`src/hw/rtl/mcma_pkg.sv`:
```
package mcma_pkg;

    localparam int CHANNELS     = 7;
    localparam int SAMPLE_BITS  = 16;
    localparam int CH_W         = $clog2(CHANNELS);
    localparam int CFG_W        = 7;
    localparam int WINDOW_RESET = 8;
    // quotient bits resolved per divider cycle
    localparam int DIV_STEPS    = 8;

    localparam logic [CH_W-1:0] CH_ACCEL_X = CH_W'(0);
    localparam logic [CH_W-1:0] CH_ACCEL_Y = CH_W'(1);
    localparam logic [CH_W-1:0] CH_ACCEL_Z = CH_W'(2);
    localparam logic [CH_W-1:0] CH_TEMP    = CH_W'(3);
    localparam logic [CH_W-1:0] CH_GYRO_X  = CH_W'(4);
    localparam logic [CH_W-1:0] CH_GYRO_Y  = CH_W'(5);
    localparam logic [CH_W-1:0] CH_GYRO_Z  = CH_W'(6);
    localparam logic [CH_W-1:0] CH_LAST    = CH_GYRO_Z;

    typedef logic signed [SAMPLE_BITS-1:0] t_sample;

    typedef struct packed {
        t_sample sample_accel_x;
        t_sample sample_accel_y;
        t_sample sample_accel_z;
        t_sample sample_temp;
        t_sample sample_gyro_x;
        t_sample sample_gyro_y;
        t_sample sample_gyro_z;
    } t_in_item;

    typedef struct packed {
        t_sample avg_accel_x;
        t_sample avg_accel_y;
        t_sample avg_accel_z;
        t_sample avg_temp;
        t_sample avg_gyro_x;
        t_sample avg_gyro_y;
        t_sample avg_gyro_z;
    } t_out_item;

    typedef enum logic [2:0] {
        ST_IDLE,
        ST_READ,
        ST_CALC,
        ST_DIV,
        ST_DONE
    } t_state;

    // pick one channel's sample out of an input item
    function automatic t_sample in_sample(t_in_item item, logic [CH_W-1:0] ch);
        t_sample s;
        unique case (ch)
            CH_ACCEL_X: s = item.sample_accel_x;
            CH_ACCEL_Y: s = item.sample_accel_y;
            CH_ACCEL_Z: s = item.sample_accel_z;
            CH_TEMP:    s = item.sample_temp;
            CH_GYRO_X:  s = item.sample_gyro_x;
            CH_GYRO_Y:  s = item.sample_gyro_y;
            CH_GYRO_Z:  s = item.sample_gyro_z;
            default:    s = '0;
        endcase
        return s;
    endfunction

endpackage

```
`src/hw/rtl/mcma_divider.sv`:
```
module mcma_divider #(
    parameter int DVD_W = 23,
    parameter int DVS_W = 7
) (
    input  logic                    i_clk,
    input  logic                    i_rst_n,
    input  logic                    i_start,
    input  logic signed [DVD_W-1:0] i_dividend,
    input  logic        [DVS_W-1:0] i_divisor,
    output logic                    o_done,
    output logic signed [DVD_W-1:0] o_quot
);

    localparam int STEPS = mcma_pkg::DIV_STEPS;
    localparam int ITER  = (DVD_W + STEPS - 1) / STEPS;
    localparam int PAD_W = ITER * STEPS;
    localparam int CNT_W = $clog2(ITER + 1);

    logic             r_busy, n_busy;
    logic             r_done, n_done;
    logic [CNT_W-1:0] r_cnt, n_cnt;
    logic [PAD_W-1:0] r_q, n_q;
    logic [DVS_W-1:0] r_rem, n_rem;
    logic [DVS_W-1:0] r_dvs;
    logic             r_neg;
    logic [DVD_W-1:0] mag;
    logic [PAD_W-1:0] step_q;
    logic [DVS_W-1:0] step_rem;

    assign mag = i_dividend[DVD_W-1] ? DVD_W'(-i_dividend) : DVD_W'(i_dividend);

    // restoring long division, STEPS bits per cycle; quotient shifts in at the bottom
    always_comb begin
        logic [DVS_W:0]   t;
        logic [PAD_W-1:0] q;
        logic [DVS_W-1:0] rem;
        q   = r_q;
        rem = r_rem;
        for (int k = 0; k < STEPS; k++) begin
            t = {rem, q[PAD_W-1]};
            q = {q[PAD_W-2:0], 1'b0};
            if (t >= {1'b0, r_dvs}) begin
                t    = t - {1'b0, r_dvs};
                q[0] = 1'b1;
            end
            rem = t[DVS_W-1:0];
        end
        step_q   = q;
        step_rem = rem;
    end

    always_comb begin
        n_busy = r_busy;
        n_cnt  = r_cnt;
        n_q    = r_q;
        n_rem  = r_rem;
        n_done = 1'b0;
        if (i_start) begin
            n_busy = 1'b1;
            n_cnt  = CNT_W'(ITER);
            n_q    = PAD_W'(mag);
            n_rem  = '0;
        end else if (r_busy) begin
            n_q   = step_q;
            n_rem = step_rem;
            n_cnt = r_cnt - CNT_W'(1);
            if (r_cnt == CNT_W'(1)) begin
                n_busy = 1'b0;
                n_done = 1'b1;
            end
        end
    end

    always_ff @(posedge i_clk) begin
        if (!i_rst_n) begin
            r_busy <= 1'b0;
            r_done <= 1'b0;
            r_cnt  <= '0;
        end else begin
            r_busy <= n_busy;
            r_done <= n_done;
            r_cnt  <= n_cnt;
        end
    end

    always_ff @(posedge i_clk) begin
        r_q   <= n_q;
        r_rem <= n_rem;
        if (i_start) begin
            r_dvs <= i_divisor;
            r_neg <= i_dividend[DVD_W-1];
        end
    end

    assign o_done = r_done;
    assign o_quot = r_neg ? -$signed(DVD_W'(r_q)) : $signed(DVD_W'(r_q));

endmodule

```
`config.mk`:
```
export PLATFORM = sky130hd
export DESIGN_NAME = mcma_divider
export DESIGN_NICKNAME = d
export VERILOG_FILES = /design/src/hw/rtl/mcma_pkg.sv /design/src/hw/rtl/mcma_divider.sv
export SDC_FILE = /design/constraint.sdc
export NUM_CORES = 1
export LEC_CHECK = 0
export ABC_AREA = 1
export BUFFER_PORTS_ARGS = -buffer_cell sky130_fd_sc_hd__buf_2
export CAP_MARGIN = 20
export CORE_MARGIN = 2
export CORE_UTILIZATION = 56
export DETAILED_ROUTE_END_ITERATION = 16
export PLACE_DENSITY = 0.88
export SLEW_MARGIN = 20
export SYNTH_ARGS = -nofsm -noshare
export SYNTH_HDL_FRONTEND = slang
export SYNTH_SLANG_ARGS = --single-unit
```
`constraint.sdc`:
```
create_clock -name i_clk -period 13.12 [get_ports i_clk]
set_input_delay 0.656 -clock i_clk [delete_from_list [all_inputs] [get_ports i_clk]]
set_output_delay 0.656 -clock i_clk [all_outputs]
set_load 0.02 [all_outputs]
```
Word level (Yosys, flattened, before mapping)

Cells that the tools add are included.

Add/subtract/negate cells: 11
Divide/modulo/power cells: 0
Mux-type cells: 26
Bitwise logic cells: 2
Reduce and logical (&&, ||, !) cells: 2
Eq/ne operators: 1
Multipliers: 0
Magnitude comparators: 8
Shifts and indexed selects: 0

Operators by type and width:

| kind                                                                   | number |
|---|---|
| 23-bit 2-to-1 mux                                                      | 4 |
| 8-bit by 7-bit greater-or-equal comparator with 1-bit output           | 8 |
| 7-bit 2-to-1 mux                                                       | 8 |
| 7-bit subtractor                                                       | 8 |
| 23-bit negator                                                         | 2 |
| 1-bit 2-to-1 mux                                                       | 12 |
| 2-bit 2-to-1 mux                                                       | 2 |
| 3-bit OR reduction                                                     | 1 |
| 2-bit by 1-bit equality test with 1-bit output (second input constant) | 1 |
| 1-bit NOT                                                              | 2 |
| 2-bit nonzero test                                                     | 1 |
| 2-bit by 1-bit subtractor with 2-bit output (second input constant)    | 1 |

Memories: 0
ROM bits: 0
Bits in latches: 0
Logic and storage cells: 58
Bits of input ports: 33
Register bits: 43
Output and inout port bits: 24
Bits in writable memories: 0

Logic depth before layout (Yosys ltp)

Gate-level depths: netlist (run 1).

Depth in word-level cells: 18
Gate-level depth with buffers: 96
Depth with buffers taken out: 95

Least setup slack after synthesis (run 1)

No wires, ideal clock.

Kind: register -> register
Start: reg r_dvs[1]
End: reg r_rem[1]
Period minus slack after synthesis: 13002 ps
Buffers on the path: 1
Arrival: 12888 ps
Setup time: 113 ps
Path slack: 118 ps
Required time: 13007 ps
Cell stages (with the launch flop): 93
Cells stage by stage: edfxtp_1 > inv_1 > fa_1 > nand2_2 > nand2_2 > nand2_2 > nand2_1 > nand2_2 > nand2_4 > nand2_1 > nand2_1 > ha_1 > buf_2 > nand2_1 > nor2_1 > nand2_1 > nand3_1 > a21oi_1 > (+57 left out) > inv_1 > nand3_4 > nand2_1 > nand2_1 > inv_1 > ha_1 > nand2_1 > nor2_1 > a211oi_1 > nor2_1 > nor2_1 > o21ai_0 > a221oi_1 > inv_1 > a21oi_4 > nand3_1 > nand3_1 > nand2_1

Longest elaborated chain between the ends: 16
Elaborated cells between the ends (all ways): 24
Classes of those cells: 8 x add/sub; 8 x order compare; 8 x mux

Ends and longest elaborated chain:

| what                                                                                             | line                                   | text |
|---|---|---|
| start, declared                                                                                  | mcma_divider.sv:24                     | `logic [DVS_W-1:0] r_dvs;` |
| start signal, assigned                                                                           | mcma_divider.sv:90                     | `r_dvs <= i_divisor;` |
| 7-bit subtractor or 8-bit by 7-bit greater-or-equal comparator with 1-bit output (tied branches) | mcma_divider.sv:43, mcma_divider.sv:42 |  |
| 7-bit 2-to-1 mux                                                                                 | mcma_divider.sv:42                     | `if (t >= {1'b0, r_dvs}) begin` |
| 7-bit subtractor or 8-bit by 7-bit greater-or-equal comparator with 1-bit output (tied branches) | mcma_divider.sv:43, mcma_divider.sv:42 |  |
| 7-bit 2-to-1 mux                                                                                 | mcma_divider.sv:42                     |  |
| 7-bit subtractor or 8-bit by 7-bit greater-or-equal comparator with 1-bit output (tied branches) | mcma_divider.sv:43, mcma_divider.sv:42 |  |
| 7-bit 2-to-1 mux                                                                                 | mcma_divider.sv:42                     |  |
| 7-bit subtractor or 8-bit by 7-bit greater-or-equal comparator with 1-bit output (tied branches) | mcma_divider.sv:43, mcma_divider.sv:42 |  |
| 7-bit 2-to-1 mux                                                                                 | mcma_divider.sv:42                     |  |
| 7-bit subtractor or 8-bit by 7-bit greater-or-equal comparator with 1-bit output (tied branches) | mcma_divider.sv:43, mcma_divider.sv:42 |  |
| 7-bit 2-to-1 mux                                                                                 | mcma_divider.sv:42                     |  |
| 7-bit subtractor or 8-bit by 7-bit greater-or-equal comparator with 1-bit output (tied branches) | mcma_divider.sv:43, mcma_divider.sv:42 |  |
| 7-bit 2-to-1 mux                                                                                 | mcma_divider.sv:42                     |  |
| 8-bit by 7-bit greater-or-equal comparator with 1-bit output or 7-bit subtractor (tied branches) | mcma_divider.sv:42, mcma_divider.sv:43 |  |
| 7-bit 2-to-1 mux                                                                                 | mcma_divider.sv:42                     |  |
| 7-bit subtractor or 8-bit by 7-bit greater-or-equal comparator with 1-bit output (tied branches) | mcma_divider.sv:43, mcma_divider.sv:42 |  |
| 7-bit 2-to-1 mux *                                                                               | mcma_divider.sv:42                     |  |
| end signal, assigned                                                                             | mcma_divider.sv:88                     | `r_rem <= n_rem;` |
| end, declared                                                                                    | mcma_divider.sv:23                     | `logic [DVS_W-1:0] r_rem, n_rem;` |

Every way passes the cells marked *; elsewhere a longest branch is shown, timed or not.
A chain may end at the register's enable or synchronous reset.

Final worst setup path (run 1)

Start: reg r_q[23]
End: reg r_rem[1]

Longest elaborated chain between the ends: 16
Elaborated cells between the ends (all ways): 24
Classes of those cells: 8 x add/sub; 8 x order compare; 8 x mux

Ends and longest elaborated chain:

| what                                                                                             | line                                   | text |
|---|---|---|
| start, declared                                                                                  | mcma_divider.sv:22                     | `logic [PAD_W-1:0] r_q, n_q;` |
| start signal, assigned                                                                           | mcma_divider.sv:87                     | `r_q <= n_q;` |
| 7-bit subtractor or 8-bit by 7-bit greater-or-equal comparator with 1-bit output (tied branches) | mcma_divider.sv:43, mcma_divider.sv:42 |  |
| 7-bit 2-to-1 mux *                                                                               | mcma_divider.sv:42                     |  |
| 7-bit subtractor or 8-bit by 7-bit greater-or-equal comparator with 1-bit output (tied branches) | mcma_divider.sv:43, mcma_divider.sv:42 |  |
| 7-bit 2-to-1 mux *                                                                               | mcma_divider.sv:42                     |  |
| 7-bit subtractor or 8-bit by 7-bit greater-or-equal comparator with 1-bit output (tied branches) | mcma_divider.sv:43, mcma_divider.sv:42 |  |
| 7-bit 2-to-1 mux *                                                                               | mcma_divider.sv:42                     |  |
| 7-bit subtractor or 8-bit by 7-bit greater-or-equal comparator with 1-bit output (tied branches) | mcma_divider.sv:43, mcma_divider.sv:42 |  |
| 7-bit 2-to-1 mux *                                                                               | mcma_divider.sv:42                     |  |
| 7-bit subtractor or 8-bit by 7-bit greater-or-equal comparator with 1-bit output (tied branches) | mcma_divider.sv:43, mcma_divider.sv:42 |  |
| 7-bit 2-to-1 mux *                                                                               | mcma_divider.sv:42                     |  |
| 7-bit subtractor or 8-bit by 7-bit greater-or-equal comparator with 1-bit output (tied branches) | mcma_divider.sv:43, mcma_divider.sv:42 |  |
| 7-bit 2-to-1 mux *                                                                               | mcma_divider.sv:42                     |  |
| 8-bit by 7-bit greater-or-equal comparator with 1-bit output or 7-bit subtractor (tied branches) | mcma_divider.sv:42, mcma_divider.sv:43 |  |
| 7-bit 2-to-1 mux *                                                                               | mcma_divider.sv:42                     |  |
| 7-bit subtractor or 8-bit by 7-bit greater-or-equal comparator with 1-bit output (tied branches) | mcma_divider.sv:43, mcma_divider.sv:42 |  |
| 7-bit 2-to-1 mux *                                                                               | mcma_divider.sv:42                     |  |

Marked as above.

==> results of run 1 <==
## area by class of cell
| type | instances | area (um2) |
|---|---|---|
| Clock buffer | 5 | 68.82 |
| Multi-Input combinational cell | 637 | 4427 |
| Timing Repair Buffer | 89 | 548.0 |
| Inverter | 123 | 461.7 |
| Fill cell | 784 | 3364 |
| Clock inverter | 3 | 20.02 |
| Sequential cell | 43 | 1171 |
| Tap cell | 136 | 170.2 |
## cells in the final DEF (no fill, tap or decap), types with 4 or more instances in the layout
cell	synthesis	routed
sky130_fd_sc_hd__nand3_1	66	58
sky130_fd_sc_hd__nand2_1	198	194
sky130_fd_sc_hd__nor2_1	42	42
sky130_fd_sc_hd__ha_4	0	12
sky130_fd_sc_hd__nand2_2	15	18
sky130_fd_sc_hd__inv_1	121	121
sky130_fd_sc_hd__o21ai_0	44	38
sky130_fd_sc_hd__buf_4	1	32
sky130_fd_sc_hd__nor3_1	16	16
sky130_fd_sc_hd__a21o_1	5	5
sky130_fd_sc_hd__nand4_1	15	15
sky130_fd_sc_hd__o21ai_2	0	4
sky130_fd_sc_hd__a21oi_4	6	6
sky130_fd_sc_hd__nand3_2	1	9
sky130_fd_sc_hd__fa_2	0	5
sky130_fd_sc_hd__buf_2	1	56
sky130_fd_sc_hd__nand3_4	14	14
sky130_fd_sc_hd__ha_1	59	45
sky130_fd_sc_hd__a21oi_1	34	32
sky130_fd_sc_hd__xor2_1	48	48
sky130_fd_sc_hd__edfxtp_1	31	31
sky130_fd_sc_hd__dfxtp_1	12	12
sky130_fd_sc_hd__xnor2_1	30	30
sky130_fd_sc_hd__clkbuf_8	0	5
## path summary, 6_finish.rpt
path	startpoint	endpoint	cells past startpoint	slack (ns)
max reg2reg	r_q[23]	r_rem[1]	91	0.59
max	r_q[23]	r_rem[1]	91	0.59
min	r_cnt[1]	r_cnt[1]	2	0.48
min reg2reg	r_cnt[1]	r_cnt[1]	2	0.48
## critical path, delay by kind of cell, from the launching register on
family	cells	cell delay, ns
flip-flops	1	0.32
buffers and inverters	15	1.55
adder cells (fa/ha/maj)	9	2.62
AND/OR/NAND/NOR	44	4.33
AO/OA/AOI/OAI	23	3.58
## repair_timing
action | in CTS | in global routing
setup buffers | 5 | 9
resized for setup | 7 | 47
endpoints found under the hold margin | 0 | 0
pin swaps | 2 | 8
setup endpoints to repair | 8 | 8
## cells by family (layout without fill, tap and decap cells)
family                     count (synthesis)  after routing  synth area share (%)
and+or+nand+nor                          385            385                 32.69
buffers and inverters                    133            220                 8.661
DFF                                       43             43                 20.12
AOI/OAI and AO/OA                        107            107                 11.37
adders and majority gates                 67             67                 15.43
xor gates and xnor gates                  78             78                 11.73
## routing by layer
metal / GRT usage [%] / vias up
met5: 0 / -
met4: 9.680 / 0
met3: 2.820 / 58
met2: 45.53 / 282
met1: 36.48 / 2674
li1: - / 2857
## metrics by stage
| step | instance area (um2) | util (%) |
|---|---|---|
| floorplan | 5822 | - |
| global placement | 6365 | 62.21 |
| detailed placement | 6392 | 62.48 |
| CTS | 6534 | 63.86 |
| global route | 6867 | 67.12 |
| finish | 6867 | 67.12 |
## state kept, by name (all words and copies together), names as in the netlist
signal and cells:
o_done 1, r_busy 1, r_cnt 2, r_dvs 7
r_neg 1, r_q 24, r_rem 7
==> results.txt, run 1 <==
----------------------------------------------------
[Status]
  Status ... finished, final reports clean

[Yosys]
  Cells after synthesis ... 813
  Number of distinct standard cells referenced by the synthesized netlist ... 47
  EDFF count, synth ... 31
  Post-synth top area cell ... sky130_fd_sc_hd__edfxtp_1
  Largest cells by area after synthesis ... sky130_fd_sc_hd__edfxtp_1 16%, sky130_fd_sc_hd__nand2_1 13%, sky130_fd_sc_hd__ha_1 13%
  Commonest cells in the netlist ... 198 x sky130_fd_sc_hd__nand2_1, 121 x sky130_fd_sc_hd__inv_1, 66 x sky130_fd_sc_hd__nand3_1
  Syn Area/Cell ... 7.161 um2
  Synth Register Bits ... 43
  Ys flop type ... sky130_fd_sc_hd__edfxtp_1
  Synthesis warning total ... 0
  FFs w/ async S/R, synth ... 0%
  Syn Nets ... 913
  Area share of the largest cell type after synthesis ... 15.99%
  Seq/Total Area, Yosys ... 20.12%
  Cell area after synthesis ... 5822 um2
  Library cell with the highest instance count after synthesis ... sky130_fd_sc_hd__nand2_1

[GRT]
  Via count of the first global-routing pass ... 5531
  Initial antenna violation count ... 0
  Global route total overflow ... 0
  Overall track demand over capacity in global routing ... 27.15%
  Maximum number of pins on one net before global-route repair ... 35
  First-pass GRT wire length ... 24870 um

[Clocking]
  TritonCTS buffer count ... 5
  Max Root-Sink Buffers ... 2
  Clock tree from TritonCTS ... yes
  Clock-pin transition on the worst setup and hold timing paths ... 0.08 ns
  Hold Buf Count CTS ... 0
  Source-to-sink clock delay at the later pin of the worst-skew pair ... 0.30 ns
  CTS Sinks ... 43
  CTS H-tree depth ... 2
  Root buf cell ... sky130_fd_sc_hd__clkbuf_8

[Floorplanning]
  Core region area ... 10230 um2
  Die extent in x ... 106.0 um
  Top Ports ... 57
  Number of standard-cell rows in the floorplan ... 37
  Floorplan die area ... 11230 um2
  Die height ... 106.0 um
  Initial core utilization ... 56.90%

[Hold path]
  Min-delay worst type ... register to register

[Detailed routing]
  Met3 Routed Length ... 1182 um
  Post-route antenna net violation count ... 0
  Initial DRT Pass Iterations ... 5
  Routed wire length per instance ... 15.28 um
  Post-DR vias/cell ... 5.667
  Met2 wire length ... 7476 um
  Routed length on met1 ... 6579 um
  Count of vias placed by the detailed router ... 5871
  Number of remaining DRC errors ... 0
  Number of DRC markers after the initial detailed-route iteration ... 567
  Sum of routed wire length over all layers ... 15830 um
  Top routing layer in use ... met4

[Setup path]
  Crit path top cell by count ... sky130_fd_sc_hd__nand2_1
  Critical setup path kind ... register to register
  Critical Path Fanout Max ... 8
  Worst Setup End Kind ... register
  Largest stage delay, worst path ... 0.44 ns
  Critical-path cell with the highest stage delay ... sky130_fd_sc_hd__fa_1
  CP Data Arrival Time ... 12.73 ns
  Kind of start point of the critical path ... register
  Critical path required time ... 13.32 ns

[Place]
  Worst slack at placement ... -0.6773 ns
  Dpl cells ... 1014
  Number of I/O port buffers ... 56
  Final weighted congestion of routability-driven global placement ... 1.009
  Final HPWL DP ... 11980 um

[Layout]
  Antenna Diode Count ... 0
  Area growth from synthesis to layout ... 17.95%
  Ratio of cells with drive above 1 in the final layout ... 20.56%
  Number of nets in the finished design ... 999
  Post-route insts no fill ... 1036

[STA]
  Total Neg Setup Slack ... 0 ns
  Final clock period utilization by the worst path ... 95.54%
  Hold slack ... 0.4797 ns
  Slew headroom ... 35.71%
  Number of hold-slack violations in the final timing report ... 0
  Slew at the pin closest to its max-slew limit ... 0.9633 ns
  Setup Viol. Count Final ... 0
  Worst setup margin ... 0.5856 ns
  Worst-case clock skew ... 0.004104 ns
  Final Max Slew Viols ... 0
  Min Tclk post-route ... 12.53 ns
  Highest attainable clock frequency ... 0.07978 GHz

[Flow run]
  Max-Cap Viols ... 0

----------------------------------------------------
Power of run 1 is not shown: default switching activity piles up to over one toggle a cycle in this logic, so the estimate is an artifact.
==> run 2, diff against run 1 <==
--- a/config.mk
+++ b/config.mk
@@ -8,10 +8,11 @@
 export ABC_AREA = 1
 export BUFFER_PORTS_ARGS = -buffer_cell sky130_fd_sc_hd__buf_2
 export CAP_MARGIN = 20
-export CORE_MARGIN = 2
+export CORE_MARGIN = 1
 export CORE_UTILIZATION = 56
 export DETAILED_ROUTE_END_ITERATION = 16
 export PLACE_DENSITY = 0.88
+export SKIP_CTS_REPAIR_TIMING = 1
 export SLEW_MARGIN = 20
 export SYNTH_ARGS = -nofsm -noshare
 export SYNTH_HDL_FRONTEND = slang
==> results.txt, run 2 (synthesized netlist as in run 1, its figures left out) <==
----------------------------------------------------
[Status]
  Status ... finished, final reports clean

[Layout]
  Utilization of the core after routing ... 68.19%
  Top library cells by usage in the layout, fill and taps aside ... 196 x sky130_fd_sc_hd__nand2_1, 120 x sky130_fd_sc_hd__inv_1, 64 x sky130_fd_sc_hd__nand3_1
  Area growth from synthesis to layout ... 16.08%
  Register containing the most flip-flops in the final layout ... r_q
  Most common cell after layout, fill and taps aside ... sky130_fd_sc_hd__nand2_1
  Post-route insts no fill ... 1033
  Number of flip-flops under the largest register name ... 24
  Antenna Diode Count ... 0
  Ratio of cells with drive above 1 in the final layout ... 19.11%
  Largest registers ... r_q: 24 flops, r_dvs: 7 flops, r_rem: 7 flops
  Number of nets in the finished design ... 999

[Detailed routing]
  Number of remaining DRC errors ... 0
  Count of vias placed by the detailed router ... 5919
  Initial DRT Pass Iterations ... 6
  Sum of routed wire length over all layers ... 16260 um
  Number of DRC markers after the initial detailed-route iteration ... 580
  Routed wire length per instance ... 15.74 um
  Post-DR vias/cell ... 5.730
  Post-route antenna net violation count ... 0

[Place]
  Worst slack at placement ... -0.7521 ns
  Number of I/O port buffers ... 56
  Final weighted congestion of routability-driven global placement ... 0.9951
  Dpl cells ... 1009
  Final HPWL DP ... 12480 um

[STA]
  Final clock period utilization by the worst path ... 95.08%
  Worst setup margin ... 0.6450 ns
  Slew at the pin closest to its max-slew limit ... 0.9755 ns
  Slew headroom ... 34.90%
  Min Tclk post-route ... 12.47 ns
  Total Neg Setup Slack ... 0 ns
  Setup Viol. Count Final ... 0
  Highest attainable clock frequency ... 0.08016 GHz
  Number of hold-slack violations in the final timing report ... 0
  Worst-case clock skew ... 0.01216 ns
  Final Max Slew Viols ... 0

[Setup path]
  Critical setup path kind ... register to register
  Worst Setup End Kind ... register
  Largest stage delay, worst path ... 0.41 ns
  CP Data Arrival Time ... 12.67 ns
  Crit path top cell by count ... sky130_fd_sc_hd__nand2_1
  Critical path required time ... 13.32 ns
  Buffers and inverters on the worst path ... 14
  CP Launch Point ... r_q[23]
  Launch instance of the worst register-to-register path ... r_q[23]
  Critical-path cell with the highest stage delay ... sky130_fd_sc_hd__fa_1
  Worst path depth ... 95
  Crit-path leading delay family ... simple AND/OR/NAND/NOR gates
  Depth of the most critical reg-to-reg path ... 95
  Setup crit end ... r_rem[3]
  Setup slack of the most critical reg-to-reg path ... 0.65 ns
  R2r endpoint ... r_rem[3]
  Kind of start point of the critical path ... register
  Critical Path Fanout Max ... 8

[GRT]
  First-pass GRT wire length ... 24600 um
  Maximum number of pins on one net before global-route repair ... 28
  Overall track demand over capacity in global routing ... 27.99%
  Global route total overflow ... 0
  Initial antenna violation count ... 0
  Via count of the first global-routing pass ... 5257

[Clocking]
  Max Root-Sink Buffers ... 2
  Clock-pin transition on the worst setup and hold timing paths ... 0.08 ns
  CTS Sinks ... 43
  Source-to-sink clock delay at the later pin of the worst-skew pair ... 0.31 ns
  Root buf cell ... sky130_fd_sc_hd__clkbuf_8
  CTS H-tree depth ... 2
  Clock tree from TritonCTS ... yes
  TritonCTS buffer count ... 5

[Floorplanning]
  Die extent in x ... 104.0 um
  Floorplan die area ... 10810 um2
  Initial core utilization ... 58.75%
  Top Ports ... 57
  Core region area ... 9910 um2
  Number of standard-cell rows in the floorplan ... 36
  Die height ... 104.0 um

[Hold path]
  Min-delay worst type ... register to register

[Flow run]
  Max-Cap Viols ... 0

----------------------------------------------------
## run 2: cell types whose count changed in the layout (fill, tap and decap cells not counted), sizes merged
| cell | change |
|---|---|
| clkinvlp | -1 |
| clkbuf | +1 |
## run 2: worst min path at each step
stage / start / end / slack [ns] / cells after the start
2_1_floorplan: r_cnt[0] / r_cnt[0] / 0.43 / 1
3_3_place_gp: r_cnt[1] / r_cnt[1] / 0.44 / 2
3_5_place_dp: r_cnt[0] / r_cnt[0] / 0.45 / 1
5_1_grt: r_cnt[1] / r_cnt[1] / 0.47 / 2
4_1_cts: r_cnt[1] / r_cnt[1] / 0.46 / 2
6_report: r_cnt[1] / r_cnt[1] / 0.46 / 2
## run 2: final cells by class
| type | count | area [um2] |
|---|---|---|
| multi-input cells | 637 | 4325 |
| fillers | 783 | 3152 |
| flip-flops and latches | 43 | 1171 |
| repair buffers | 89 | 548.0 |
| inverters | 123 | 461.7 |
| well taps | 133 | 166.4 |
| clock buffers | 6 | 72.57 |
| clock inverters | 2 | 12.51 |
## run 2: stage by stage
| stage | hold WS, ns | cell area [um2] |
|---|---|---|
| final | 0.4627 | 6758 |
| after global routing | 0.4680 | 6758 |
| after CTS | 0.4613 | 6459 |
| after detailed placement | 0.4461 | 6374 |
| after global placement | 0.4433 | 6346 |
| after floorplan | 0.4283 | 5822 |
## run 2: routing by layer
metal  vias to the layer above  track usage, %  routed length [um]
met5                         -               0                   0
met4                         0           6.939                 418
met3                        43           2.882                1355
met2                       285           47.05                7586
met1                      2736           38.39                6904
li1                       2855               -                   -
## run 2: worst register-to-register path: cells and delay by family (launching register included)
kind,cells,cell delay (ns)
compound gates,22,3.24
fa+ha+maj,9,2.85
buf+inv,14,1.43
flops,1,0.32
simple gates,50,4.56
Power of run 2 is left out for the same reason.
